File: config.mk
export PLATFORM = sky130hd
export DESIGN_NAME = ipv4_header_parse_check
export DESIGN_NICKNAME = d
export VERILOG_FILES = /design/src/hw/rtl/ihpc_pkg.sv /design/src/hw/rtl/ihpc_front.sv /design/src/hw/rtl/ihpc_queue.sv /design/src/hw/rtl/ihpc_back.sv /design/src/hw/rtl/ipv4_header_parse_check.sv
export SDC_FILE = /design/constraint.sdc
export NUM_CORES = 1
export LEC_CHECK = 0
export BUFFER_PORTS_ARGS = -buffer_cell sky130_fd_sc_hd__buf_2
export CORE_ASPECT_RATIO = 0.8
export CORE_MARGIN = 8
export CORE_UTILIZATION = 37
export CTS_BUF_LIST = sky130_fd_sc_hd__clkbuf_8
export DETAILED_ROUTE_END_ITERATION = 8
export PLACE_DENSITY = 0.66
export SYNTH_ARGS = -nofsm -noshare
export SYNTH_HDL_FRONTEND = slang
export SYNTH_SLANG_ARGS = --single-unit
File: constraint.sdc
create_clock -name clk_i -period 7.1 [get_ports clk_i]
set_clock_uncertainty 0.15 [all_clocks]
set_input_delay 1.42 -clock clk_i [delete_from_list [all_inputs] [get_ports clk_i]]
set_output_delay 1.42 -clock clk_i [all_outputs]
set_load 0.02 [all_outputs]
File: src/hw/rtl/ihpc_pkg.sv
// Shared types and constants for the IPv4 header parse and checksum check block.
`timescale 1ns / 1ps

package ihpc_pkg;

  // result status codes
  localparam logic [2:0] ST_OK      = 3'd0;
  localparam logic [2:0] ST_NOT_IP  = 3'd1;
  localparam logic [2:0] ST_BAD_HDR = 3'd2;
  localparam logic [2:0] ST_CSUM    = 3'd3;
  localparam logic [2:0] ST_TRUNC   = 3'd4;

  // Ethernet header is seven words; the last one is the EtherType
  localparam logic [5:0]  EthWords      = 6'd7;
  localparam logic [5:0]  EtherTypePos  = 6'd6;
  localparam logic [15:0] EtherTypeIpv4 = 16'h0800;
  localparam logic [3:0]  IpVersion     = 4'd4;
  localparam logic [3:0]  MinIhl        = 4'd5;

  // word index within the IPv4 header
  localparam logic [4:0] HdrVerIhl = 5'd0;
  localparam logic [4:0] HdrLength = 5'd1;
  localparam logic [4:0] HdrFrag   = 5'd3;
  localparam logic [4:0] HdrProto  = 5'd4;
  localparam logic [4:0] HdrSrcHi  = 5'd6;
  localparam logic [4:0] HdrSrcLo  = 5'd7;
  localparam logic [4:0] HdrDstHi  = 5'd8;
  localparam logic [4:0] HdrDstLo  = 5'd9;

  // queue between front and back; depth must be a power of two
  localparam int QueueDepth = 2;
  localparam int QueueAw    = $clog2(QueueDepth);

  typedef enum logic [1:0] {
    OP_HDR,   // header word: accumulate and capture
    OP_DONE,  // last header word: accumulate, capture, report header
    OP_ERR    // report err_status with zeroed fields
  } op_e;

  typedef struct packed {
    op_e         op;
    logic [2:0]  err_status;
    logic [4:0]  hdr_idx;
    logic [15:0] word;
  } entry_t;

endpackage

File: src/hw/rtl/ihpc_front.sv
// Front end: tracks frame position, classifies each word and queues header work.
`timescale 1ns / 1ps

module ihpc_front (
  input  logic            clk_i,
  input  logic            rst_ni,
  input  logic            in_valid_i,
  output logic            in_stall_o,
  input  logic [15:0]     frame_word_i,
  input  logic            frame_end_i,
  output logic            push_o,
  output ihpc_pkg::entry_t entry_o,
  input  logic            full_i
);
  import ihpc_pkg::*;

  logic [5:0] wp_q, wp_d;
  logic       skip_q, skip_d;
  logic [3:0] ihl_q, ihl_d;
  logic       accept;
  logic [5:0] k6;
  logic [3:0] ihl_eff;
  logic       finish, clear;

  assign in_stall_o = full_i;
  assign accept     = in_valid_i & ~full_i;
  assign k6         = wp_q - EthWords;
  assign ihl_eff    = (k6 == 6'd0) ? frame_word_i[11:8] : ihl_q;

  always_comb begin
    wp_d    = wp_q;
    skip_d  = skip_q;
    ihl_d   = ihl_q;
    push_o  = 1'b0;
    finish  = 1'b0;
    clear   = 1'b0;
    entry_o = '{op: OP_HDR, err_status: ST_OK, hdr_idx: k6[4:0], word: frame_word_i};
    if (accept) begin
      if (skip_q) begin
        clear = frame_end_i;
      end else if (wp_q < EthWords) begin
        if (wp_q == EtherTypePos && frame_word_i != EtherTypeIpv4) begin
          push_o           = 1'b1;
          entry_o.op       = OP_ERR;
          entry_o.err_status = ST_NOT_IP;
          finish           = 1'b1;
        end else begin
          wp_d = wp_q + 6'd1;
          if (frame_end_i) begin
            push_o           = 1'b1;
            entry_o.op       = OP_ERR;
            entry_o.err_status = ST_TRUNC;
            clear            = 1'b1;
          end
        end
      end else if (k6 == 6'd0 &&
                   (frame_word_i[15:12] != IpVersion || frame_word_i[11:8] < MinIhl)) begin
        push_o           = 1'b1;
        entry_o.op       = OP_ERR;
        entry_o.err_status = ST_BAD_HDR;
        finish           = 1'b1;
      end else if (({1'b0, k6} + 7'd1) >= {2'b00, ihl_eff, 1'b0}) begin
        push_o     = 1'b1;
        entry_o.op = OP_DONE;
        ihl_d      = ihl_eff;
        finish     = 1'b1;
      end else begin
        push_o = 1'b1;
        wp_d   = wp_q + 6'd1;
        ihl_d  = ihl_eff;
        if (frame_end_i) begin
          // frame ran out inside the header
          entry_o.op       = OP_ERR;
          entry_o.err_status = ST_TRUNC;
          clear            = 1'b1;
        end
      end
      if (finish && frame_end_i) begin
        clear = 1'b1;
      end
    end
    if (clear) begin
      wp_d   = '0;
      skip_d = 1'b0;
      ihl_d  = '0;
    end else if (finish) begin
      skip_d = 1'b1;
    end
  end

  always_ff @(posedge clk_i or negedge rst_ni) begin
    if (!rst_ni) begin
      wp_q   <= '0;
      skip_q <= 1'b0;
      ihl_q  <= '0;
    end else begin
      wp_q   <= wp_d;
      skip_q <= skip_d;
      ihl_q  <= ihl_d;
    end
  end

endmodule

File: src/hw/rtl/ihpc_queue.sv
// Short request queue between the front end and the back end.
`timescale 1ns / 1ps

module ihpc_queue (
  input  logic             clk_i,
  input  logic             rst_ni,
  input  logic             push_i,
  input  ihpc_pkg::entry_t entry_i,
  output logic             full_o,
  input  logic             pop_i,
  output logic             valid_o,
  output ihpc_pkg::entry_t entry_o
);
  import ihpc_pkg::*;

  entry_t             mem_q [QueueDepth];
  logic [QueueAw-1:0] wr_ptr_q, rd_ptr_q;
  logic [QueueAw:0]   count_q;

  assign full_o  = (count_q == (QueueAw + 1)'(QueueDepth));
  assign valid_o = (count_q != '0);
  assign entry_o = mem_q[rd_ptr_q];

  always_ff @(posedge clk_i) begin
    if (push_i) begin
      mem_q[wr_ptr_q] <= entry_i;
    end
  end

  always_ff @(posedge clk_i or negedge rst_ni) begin
    if (!rst_ni) begin
      wr_ptr_q <= '0;
      rd_ptr_q <= '0;
      count_q  <= '0;
    end else begin
      if (push_i) begin
        wr_ptr_q <= wr_ptr_q + QueueAw'(1);
      end
      if (pop_i) begin
        rd_ptr_q <= rd_ptr_q + QueueAw'(1);
      end
      if (push_i && !pop_i) begin
        count_q <= count_q + (QueueAw + 1)'(1);
      end else if (pop_i && !push_i) begin
        count_q <= count_q - (QueueAw + 1)'(1);
      end
    end
  end

endmodule

File: src/hw/rtl/ihpc_back.sv
// Back end: checksum accumulation, field capture and the result register.
`timescale 1ns / 1ps

module ihpc_back (
  input  logic             clk_i,
  input  logic             rst_ni,
  input  logic             q_valid_i,
  input  ihpc_pkg::entry_t q_entry_i,
  output logic             q_pop_o,
  output logic             out_valid_o,
  input  logic             out_stall_i,
  output logic [2:0]       status_o,
  output logic [31:0]      source_address_o,
  output logic [31:0]      destination_address_o,
  output logic [7:0]       protocol_number_o,
  output logic [15:0]      total_length_o,
  output logic [15:0]      fragment_offset_o,
  output logic [3:0]       header_words_o,
  output logic [15:0]      checksum_residue_o
);
  import ihpc_pkg::*;

  logic [15:0] sum_q, sum_d;
  logic [3:0]  ihl_q, ihl_d;
  logic [15:0] len_q, len_d;
  logic [12:0] off_q, off_d;
  logic [7:0]  proto_q, proto_d;
  logic [31:0] src_q, src_d;
  logic [31:0] dst_q, dst_d;
  logic [15:0] sum_base;
  logic [16:0] sum_raw;
  logic [15:0] residue;
  logic        emits, load_ok, is_hdr, load;
  logic        out_valid_q;

  logic [2:0]  status_q;
  logic [31:0] src_out_q, dst_out_q;
  logic [7:0]  proto_out_q;
  logic [15:0] len_out_q, frag_out_q, residue_out_q;
  logic [3:0]  ihl_out_q;

  assign emits   = (q_entry_i.op != OP_HDR);
  assign is_hdr  = (q_entry_i.op != OP_ERR);
  assign load_ok = ~out_valid_q | ~out_stall_i;
  assign q_pop_o = q_valid_i & (~emits | load_ok);
  assign load    = q_pop_o & emits;

  // ones-complement add: a carry out wraps back in as +1
  assign sum_base = (q_entry_i.hdr_idx == HdrVerIhl) ? 16'd0 : sum_q;
  assign sum_raw  = {1'b0, sum_base} + {1'b0, q_entry_i.word};
  assign sum_d    = sum_raw[16] ? (sum_raw[15:0] + 16'd1) : sum_raw[15:0];
  assign residue  = ~sum_d;

  always_comb begin
    ihl_d   = ihl_q;
    len_d   = len_q;
    off_d   = off_q;
    proto_d = proto_q;
    src_d   = src_q;
    dst_d   = dst_q;
    case (q_entry_i.hdr_idx)
      HdrVerIhl: ihl_d         = q_entry_i.word[11:8];
      HdrLength: len_d         = q_entry_i.word;
      HdrFrag:   off_d         = q_entry_i.word[12:0];
      HdrProto:  proto_d       = q_entry_i.word[7:0];
      HdrSrcHi:  src_d[31:16]  = q_entry_i.word;
      HdrSrcLo:  src_d[15:0]   = q_entry_i.word;
      HdrDstHi:  dst_d[31:16]  = q_entry_i.word;
      HdrDstLo:  dst_d[15:0]   = q_entry_i.word;
      default: ;
    endcase
  end

  always_ff @(posedge clk_i) begin
    if (q_pop_o && is_hdr) begin
      sum_q   <= sum_d;
      ihl_q   <= ihl_d;
      len_q   <= len_d;
      off_q   <= off_d;
      proto_q <= proto_d;
      src_q   <= src_d;
      dst_q   <= dst_d;
    end
    if (load) begin
      if (is_hdr) begin
        status_q      <= (residue == 16'd0) ? ST_OK : ST_CSUM;
        src_out_q     <= src_d;
        dst_out_q     <= dst_d;
        proto_out_q   <= proto_d;
        len_out_q     <= len_d;
        frag_out_q    <= {off_d, 3'b000};
        ihl_out_q     <= ihl_d;
        residue_out_q <= residue;
      end else begin
        status_q      <= q_entry_i.err_status;
        src_out_q     <= '0;
        dst_out_q     <= '0;
        proto_out_q   <= '0;
        len_out_q     <= '0;
        frag_out_q    <= '0;
        ihl_out_q     <= '0;
        residue_out_q <= '0;
      end
    end
  end

  always_ff @(posedge clk_i or negedge rst_ni) begin
    if (!rst_ni) begin
      out_valid_q <= 1'b0;
    end else if (load) begin
      out_valid_q <= 1'b1;
    end else if (!out_stall_i) begin
      out_valid_q <= 1'b0;
    end
  end

  assign out_valid_o           = out_valid_q;
  assign status_o              = status_q;
  assign source_address_o      = src_out_q;
  assign destination_address_o = dst_out_q;
  assign protocol_number_o     = proto_out_q;
  assign total_length_o        = len_out_q;
  assign fragment_offset_o     = frag_out_q;
  assign header_words_o        = ihl_out_q;
  assign checksum_residue_o    = residue_out_q;

endmodule

File: src/hw/rtl/ipv4_header_parse_check.sv
// IPv4 header parse and checksum check: top level.
//
// Input channel: one 16-bit frame word per request (first byte in bits 15:8),
// frame_end_i marks the last word of a frame. Ethernet header is words 0..6,
// word 6 must be EtherType 0x0800; the IPv4 header follows.
// Output channel: one result per frame (status plus captured header fields),
// given when the header completes, on an error, or when the frame ends early.
// Words after the result are dropped up to the end mark.
// Throughput: one word per cycle while in_stall_o is low; the checksum is a single
// 16-bit end-around-carry add per word in the back end.
// Path: the deciding word is written into the two-entry queue when it is
// accepted, and the result register is loaded from the queue head once that
// register is empty or its result is being taken.
// Reset: parsing starts at word 0 of a new frame, queue and result empty.
// Stall: a shown result holds while out_stall_i is high; the next result
// request then waits at the head of the queue, words behind it collect, and
// in_stall_o rises once the queue is full.
`timescale 1ns / 1ps

module ipv4_header_parse_check (
  input  logic        clk_i,
  input  logic        rst_ni,
  input  logic        in_valid_i,
  output logic        in_stall_o,
  input  logic [15:0] frame_word_i,
  input  logic        frame_end_i,
  output logic        out_valid_o,
  input  logic        out_stall_i,
  output logic [2:0]  status_o,
  output logic [31:0] source_address_o,
  output logic [31:0] destination_address_o,
  output logic [7:0]  protocol_number_o,
  output logic [15:0] total_length_o,
  output logic [15:0] fragment_offset_o,
  output logic [3:0]  header_words_o,
  output logic [15:0] checksum_residue_o
);
  import ihpc_pkg::*;

  logic   push, full, pop, q_valid;
  entry_t push_entry, pop_entry;

  ihpc_front u_front (
    .clk_i        (clk_i),
    .rst_ni       (rst_ni),
    .in_valid_i   (in_valid_i),
    .in_stall_o   (in_stall_o),
    .frame_word_i (frame_word_i),
    .frame_end_i  (frame_end_i),
    .push_o       (push),
    .entry_o      (push_entry),
    .full_i       (full)
  );

  ihpc_queue u_queue (
    .clk_i   (clk_i),
    .rst_ni  (rst_ni),
    .push_i  (push),
    .entry_i (push_entry),
    .full_o  (full),
    .pop_i   (pop),
    .valid_o (q_valid),
    .entry_o (pop_entry)
  );

  ihpc_back u_back (
    .clk_i                 (clk_i),
    .rst_ni                (rst_ni),
    .q_valid_i             (q_valid),
    .q_entry_i             (pop_entry),
    .q_pop_o               (pop),
    .out_valid_o           (out_valid_o),
    .out_stall_i           (out_stall_i),
    .status_o              (status_o),
    .source_address_o      (source_address_o),
    .destination_address_o (destination_address_o),
    .protocol_number_o     (protocol_number_o),
    .total_length_o        (total_length_o),
    .fragment_offset_o     (fragment_offset_o),
    .header_words_o        (header_words_o),
    .checksum_residue_o    (checksum_residue_o)
  );

  // status agrees with the residue it carries
  a_ok_residue: assert property (@(posedge clk_i) disable iff (!rst_ni)
    out_valid_o && status_o == ST_OK |-> checksum_residue_o == 16'd0)
    else $error("ok result with nonzero residue");

  a_csum_residue: assert property (@(posedge clk_i) disable iff (!rst_ni)
    out_valid_o && status_o == ST_CSUM |-> checksum_residue_o != 16'd0)
    else $error("checksum error with zero residue");

  // header results always carry a legal IHL
  a_hdr_ihl: assert property (@(posedge clk_i) disable iff (!rst_ni)
    out_valid_o && (status_o == ST_OK || status_o == ST_CSUM) |-> header_words_o >= MinIhl)
    else $error("header result with IHL below minimum");

  // error results have all fields cleared; addresses, IHL and residue are checked
  a_err_zero: assert property (@(posedge clk_i) disable iff (!rst_ni)
    out_valid_o && (status_o == ST_NOT_IP || status_o == ST_BAD_HDR || status_o == ST_TRUNC)
    |-> source_address_o == 32'd0 && destination_address_o == 32'd0 &&
        header_words_o == 4'd0 && checksum_residue_o == 16'd0)
    else $error("error result with nonzero fields");

  // a result shown under stall must not vanish, nor change its status or residue
  a_out_hold: assert property (@(posedge clk_i) disable iff (!rst_ni)
    out_valid_o && out_stall_i |=> out_valid_o && $stable(status_o) &&
                                   $stable(checksum_residue_o))
    else $error("stalled result changed");

endmodule

[After elaboration in Yosys (flattened, before gate mapping)]
Memory sizes are Yosys's and may differ from the RTL's.
Index checks and enable logic that the tools add are counted.
Widths: inputs -> output; s select.
Storage, ports and cells
  memory bits (writable): 52
  latch bits: 0
  bits in registers: 264
  bits of input ports: 21
  memories kept: 1
  ROM bits: 0
  output and inout bits: 129
Memory list
  u_queue.mem_q: words 2, bits a word 26, read ports 1, clocked after Yosys merged registers in 0, write ports 1, line ihpc_queue.sv:16  | entry_t mem_q [QueueDepth];
Cells by class
  bitwise operators: 10
  multipliers: 0
  $add $sub $neg: 9
  shift-type cells: 0
  magnitude comparators: 3
  equality and inequality tests: 19
  divide/modulo/power cells: 0
  multiplexer cells: 60
  reduce and logical (&&, ||, !) cells: 19
Operators with widths (count)
  $mux 16: 7
  $mux 6: 7
  $mux 5: 6
  $mux 4: 7
  $mux 1: 25
  $add 16x16->17: 1
  $add 16x1->16 const B: 1
  $logic_not 16->1: 1
  $ne 16x12->1 const B: 1
  $not 16->16: 1
  $eq 5x3->1 const B: 3
  $mux 13: 1
  $eq 5x4->1 const B: 2
  $reduce_bool 2->1: 5
  $mux 2: 4
  $mux 8: 1
  $add 6x1->7 const B: 1
  $ge 7x5->1: 1
  $add 6x1->6 const B: 1
  $eq 6x3->1 const B: 1
  $logic_and 1x1->1: 6
  $logic_not 6->1: 1
  $lt 6x3->1 const B: 1
  $mux 3: 2
  other kinds (21): 33

[Depth between registers and ports, before layout]
  depth after elaboration: 14
  mapped depth: 19

[By module]
From an unflattened synthesis, not the netlist that was laid out.
Unflattened totals
  cell total of the unflattened synthesis: 967
  area, all modules: 14391.3 sq um
By module, submodules not included
  ihpc_back: instances 1, sequential area each 7382.1 sq um, area each 11031.8 sq um, cells an instance 731
  ihpc_queue: instances 1, sequential area each 1661.6 sq um, area each 2165.8 sq um, cells an instance 97
  ihpc_front: instances 1, sequential area each 275.3 sq um, area each 1193.6 sq um, cells an instance 139

[Worst setup path after synthesis]
Ideal clock, no wire load.
  path type: in2reg
  start point: in out_stall_i
  end point: reg u_back.residue_out_q[0] (netlist: u_back.checksum_residue_o[0]), enable pin
  path buffers: 0
  arrival time: 6.807 ns
  data required time: 6.341 ns
  setup time: 0.609 ns
  setup slack: -0.466 ns
  stages: 3
  path through: nand2_1 o22ai_1 nor2_1
Between the ends
  word-level cells in the longest chain between the ends: 5
RTL lines
  from (decl): line ipv4_header_parse_check.sv:28  | input logic out_stall_i,
  $not 1->1: line ihpc_back.sv:44  | assign load_ok = ~out_valid_q | ~out_stall_i;
  $or 1x1->1: line ihpc_back.sv:44
  $or 1x1->1: line ihpc_back.sv:45  | assign q_pop_o = q_valid_i & (~emits | load_ok);
  $and 1x1->1: line ihpc_back.sv:45
  $and 1x1->1: line ihpc_back.sv:46  | assign load = q_pop_o & emits;
  net u_back.load: line ihpc_back.sv:33  | logic emits, load_ok, is_hdr, load;
  to (signal assigned): line ihpc_back.sv:93  | residue_out_q <= residue;
  to (decl): line ihpc_back.sv:39  | logic [15:0] len_out_q, frag_out_q, residue_out_q;
The timed path passes the listed nets, and every way through them passes these cells.
A chain may end at the register's enable or synchronous reset.

[Final worst setup path]
  start point: reg u_queue.rd_ptr_q
  end point: reg u_back.status_q[1] (netlist: u_back.status_o[1]), data pin
Between the ends
  word-level cells in the longest chain between the ends: 10
  elaborated cells between the ends (all ways): 11
  those cells by class: add/sub: 2; eq/ne: 1; mux: 4; bitwise: 1; reduce/logical: 2; memory: 1
RTL lines
  from (decl): line ihpc_queue.sv:17  | logic [QueueAw-1:0] wr_ptr_q, rd_ptr_q;
  from (signal assigned): line ihpc_queue.sv:40  | rd_ptr_q <= rd_ptr_q + QueueAw'(1);
  $mem_v2 2x26 (*)
  $logic_not 5->1: line ihpc_back.sv:49  | assign sum_base = (q_entry_i.hdr_idx == HdrVerIhl) ? 16'd0 : sum_q;
  $mux 16: line ihpc_back.sv:49
  $add 16x16->17 (*): line ihpc_back.sv:50  | assign sum_raw = {1'b0, sum_base} + {1'b0, q_entry_i.word};
  $add 16x1->16: line ihpc_back.sv:51  | assign sum_d = sum_raw[16] ? (sum_raw[15:0] + 16'd1) : sum_raw[15:0];
  $mux 16 (*): line ihpc_back.sv:51
  net u_back.sum_d[10]: line ihpc_back.sv:23  | logic [15:0] sum_q, sum_d;
  $not 16->16 (*): line ihpc_back.sv:52  | assign residue = ~sum_d;
  $logic_not 16->1 (*): line ihpc_back.sv:86  | status_q <= (residue == 16'd0) ? ST_OK : ST_CSUM;
  $mux 2 (*): line ihpc_back.sv:86
  $mux 3 (*): line ihpc_back.sv:85  | if (is_hdr) begin
  to (signal assigned): line ihpc_back.sv:86
  to (signal assigned): line ihpc_back.sv:95  | status_q <= q_entry_i.err_status;
  to (decl): line ihpc_back.sv:36  | logic [2:0] status_q;
The timed path passes the listed nets; every way through them passes the cells marked *.

==> summary.md <==
| Metric | Value |
|---|---|
| Ys flop type | edfxtp_1 |
| Power Dens Cells | 567 nW/um^2 |
| Starting Density | 0.375 |
| Port Buf Inserts | 146 |
| Max Cap Viol | 0 |
| Post-DP HPWL | 22.3 mm |
| Clk buf depth | 3 |
| Critical path class | reg -> reg |
| CP Data Arrival Time | 5960 ps |
| Relative slew slack | 0.280 |
| Vias in the first global route | 8515 |
| Leakage | 6.33 nW |
| H-tree depth | 2 |
| Clock period minus worst slack | 5820 ps |
| Final setup fails | 0 |
| Asr flop ratio synth | 0.0511 |
| # rows | 63 |
| Worst-path clk slew | 60 ps |
| Global-route wire length before repair | 51.3 mm |
| Final Hold Vio Count | 0 |
| Cts-stage hold buffer count | 0 |
| Startpoint types | flop |
| CP Data Required Time | 7240 ps |
| Peak Freq | 0.172 GHz |
| Post-synth top cells | edfxtp_1, and2_1, nand2_1 |
| Avg Vias per Cell | 4.93 |
| Status | finished clean |
| Worst-path fanout max | 24 |
| Top post-synthesis cells by area | edfxtp_1, and2_1, o21ai_0 |
| Synth cell types | 73 |
| Setup_tns | 0 ps |
| Seq/Total Area, Yosys | 0.673 |
| WL final | 33.5 mm |
| Area fraction of the dominant cell type after synthesis | 0.644 |
| Syn Inst Count | 1087 |
| Netlist Area Pre-Place | 13800 um^2 |
| Core area | 37000 um^2 |
| DRT antenna net count | 0 |
| Clock Sinks | 313 |
| Pin count of the biggest net entering global routing | 89 |
| Worst Setup End Kind | flop |
| Yosys reg bits | 313 |
| Total power | 9.20 mW |
| CTS tree | yes |
| Max-slew violations | 0 |
| Clock root cell | clkbuf_8 |
| Avg Cell Area, Syn | 12.7 um^2 |
| Starting DRT DRC Count | 604 |
| Gr usage total | 0.150 |
| Actual slew at the worst max-slew pin | 1080 ps |
| Cts bufs inserted | 53 |
| Ys Warns | 0 |
| Diodes inserted | 0 |
| Die area | 43900 um^2 |
| Vias | 8822 |
| Die Y | 189 um |
| Worst-Skew Late Latency | 580 ps |
| I/O pins | 150 |
| Area grow syn2layout | 17.1% |
| WHS | 349 ps |
| Initial antenna violation count | 2 |
| RSZ-0062 raised after global routing | no |
| Die X | 232 um |
| Fill count | 3387 |
| Final period util | 0.820 |
| EDFF count, synth | 297 |
| Most common cell in the synthesized netlist | edfxtp_1 |
| DRC | 0 |
| Dominant cell type by area after synthesis | edfxtp_1 |
| Maximum VDD drop | 0.291 mV |
| GR Overflow Total | 0 |
| DRT Pass-1 Iters | 7 |
| Cts repair resizes | 0 |
| Final nets | 1309 |
| GP Congestion | 0.873 |
| Routed length per instance | 18.7 um |
| Setup bufs post-CTS | 0 |
| Hold Path Class | reg -> reg |
| Share of cells above drive strength 1 | 0.200 |
==> power by group <==
part	total (mW)	switching (mW)	internal [mW]	leakage [nW]
Combinational	4.02	2.71	1.30	2.68
Sequential	3.64	0.270	3.37	3.07
Clock	1.54	0.708	0.828	0.578
Total	9.20	3.69	5.51	6.33
==> per-stage QoR <==
step / worst slack (ps) / instance area (um^2) / instances / util
2_1_floorplan: 1590 / 13900 / 1089 / -
3_3_place_gp: 1570 / 15200 / 1695 / 0.411
3_5_place_dp: 1370 / 15200 / 1695 / 0.411
4_1_cts: 1340 / 16200 / 1789 / 0.439
5_1_grt: 805 / 16200 / 1789 / 0.439
6_report: 1280 / 16200 / 1789 / 0.439
==> critical path, cell delays in order (launching register included) <==
cell,delay [ps]
dfrtp_1,580
buf_4,340
nor3_1,210
a21oi_1,110
nor2_1,190
nand2_1,430
and2_1,350
ha_1,220
fa_1,410
a21o_1,200
a221oi_1,420
o21ai_1,150
xor2_1,510
nand4_1,190
xnor2_1,340
nand4_1,200
a2111oi_2,380
a21oi_1,140
==> registers in the layout (all words and copies together), names as in the netlist, 13 cells and up <==
signal	flops
u_back.src_q	32
u_back.dst_q	32
u_back.off_q	13
u_queue.mem_q	52
u_back.checksum_residue_o	16
u_back.source_address_o	32
u_back.fragment_offset_o	13
u_back.len_q	16
u_back.destination_address_o	32
u_back.total_length_o	16
u_back.sum_q	16
==> cell usage in the layout, fill, tap and decap left out, types with 9 or more instances in the layout <==
| cell type | Yosys | layout |
|---|---|---|
| clkbuf_8 | 0 | 55 |
| a21oi_1 | 41 | 41 |
| nand3_1 | 9 | 9 |
| clkinv_1 | 0 | 11 |
| mux2i_1 | 23 | 21 |
| o21ai_1 | 9 | 9 |
| edfxtp_1 | 297 | 297 |
| dfrtp_1 | 16 | 16 |
| xnor2_1 | 25 | 25 |
| ha_1 | 24 | 24 |
| xor2_1 | 11 | 11 |
| and2_1 | 124 | 124 |
| buf_2 | 3 | 146 |
| buf_4 | 4 | 21 |
| o21ai_0 | 98 | 98 |
| nor3_1 | 10 | 9 |
| nor2_1 | 69 | 67 |
| inv_1 | 37 | 52 |
| nand2_1 | 121 | 121 |
==> routing by layer <==
layer  GRT usage  wire length, um  vias up
met1       0.213            15700     4192
met5           0               27        -
li1            -                -     4307
met2       0.218            14500      272
met4      0.0438              618        4
met3      0.0446             2650       47
==> final timing paths <==
check / slack (ps) / end / startpoint / cells past startpoint
setup / recovery: 1280 / u_back.status_o[1]$_DFFE_PP_ / u_queue.rd_ptr_q$_DFFE_PN0P_ / 17
hold / removal: 350 / u_queue.count_q[1]$_DFFE_PN0P_ / u_queue.count_q[1]$_DFFE_PN0P_ / 1
setup reg to reg: 1280 / u_back.status_o[1]$_DFFE_PP_ / u_queue.rd_ptr_q$_DFFE_PN0P_ / 17
hold reg to reg: 350 / u_queue.count_q[1]$_DFFE_PN0P_ / u_queue.count_q[1]$_DFFE_PN0P_ / 1
max in group asynchronous: 5890 / u_queue.wr_ptr_q$_DFFE_PN0P_ / rst_ni / 1
min in group asynchronous: 620 / u_front.wp_q[1]$_DFFE_PN0P_ / rst_ni / 1
==> kinds of logic (layout without fill, tap and decap cells) <==
| logic type | Yosys count | after routing | synth area share |
|---|---|---|---|
| muxes | 25 | 25 | 0.0183 |
| buffers and inverters | 86 | 299 | 0.0247 |
| DFF | 313 | 313 | 0.673 |
| xor gates and xnor gates | 38 | 38 | 0.0256 |
| other | 1 | 3 | 0.000271 |
| and+or+nand+nor | 389 | 389 | 0.142 |
| AOI/OAI and AO/OA | 210 | 210 | 0.0930 |
| adders and majority gates | 25 | 25 | 0.0231 |
==> final cells by class <==
class / count / area, um^2 / area share
tap: 487 / 609 / 0.0376
multi-input combinational: 690 / 4230 / 0.261
clock inverter: 39 / 253 / 0.0156
inverter: 37 / 139 / 0.00857
clock buffer: 55 / 757 / 0.0467
sequential: 313 / 9320 / 0.575
timing repair buffer: 168 / 908 / 0.0560
Power figures use the tool's default switching activity.
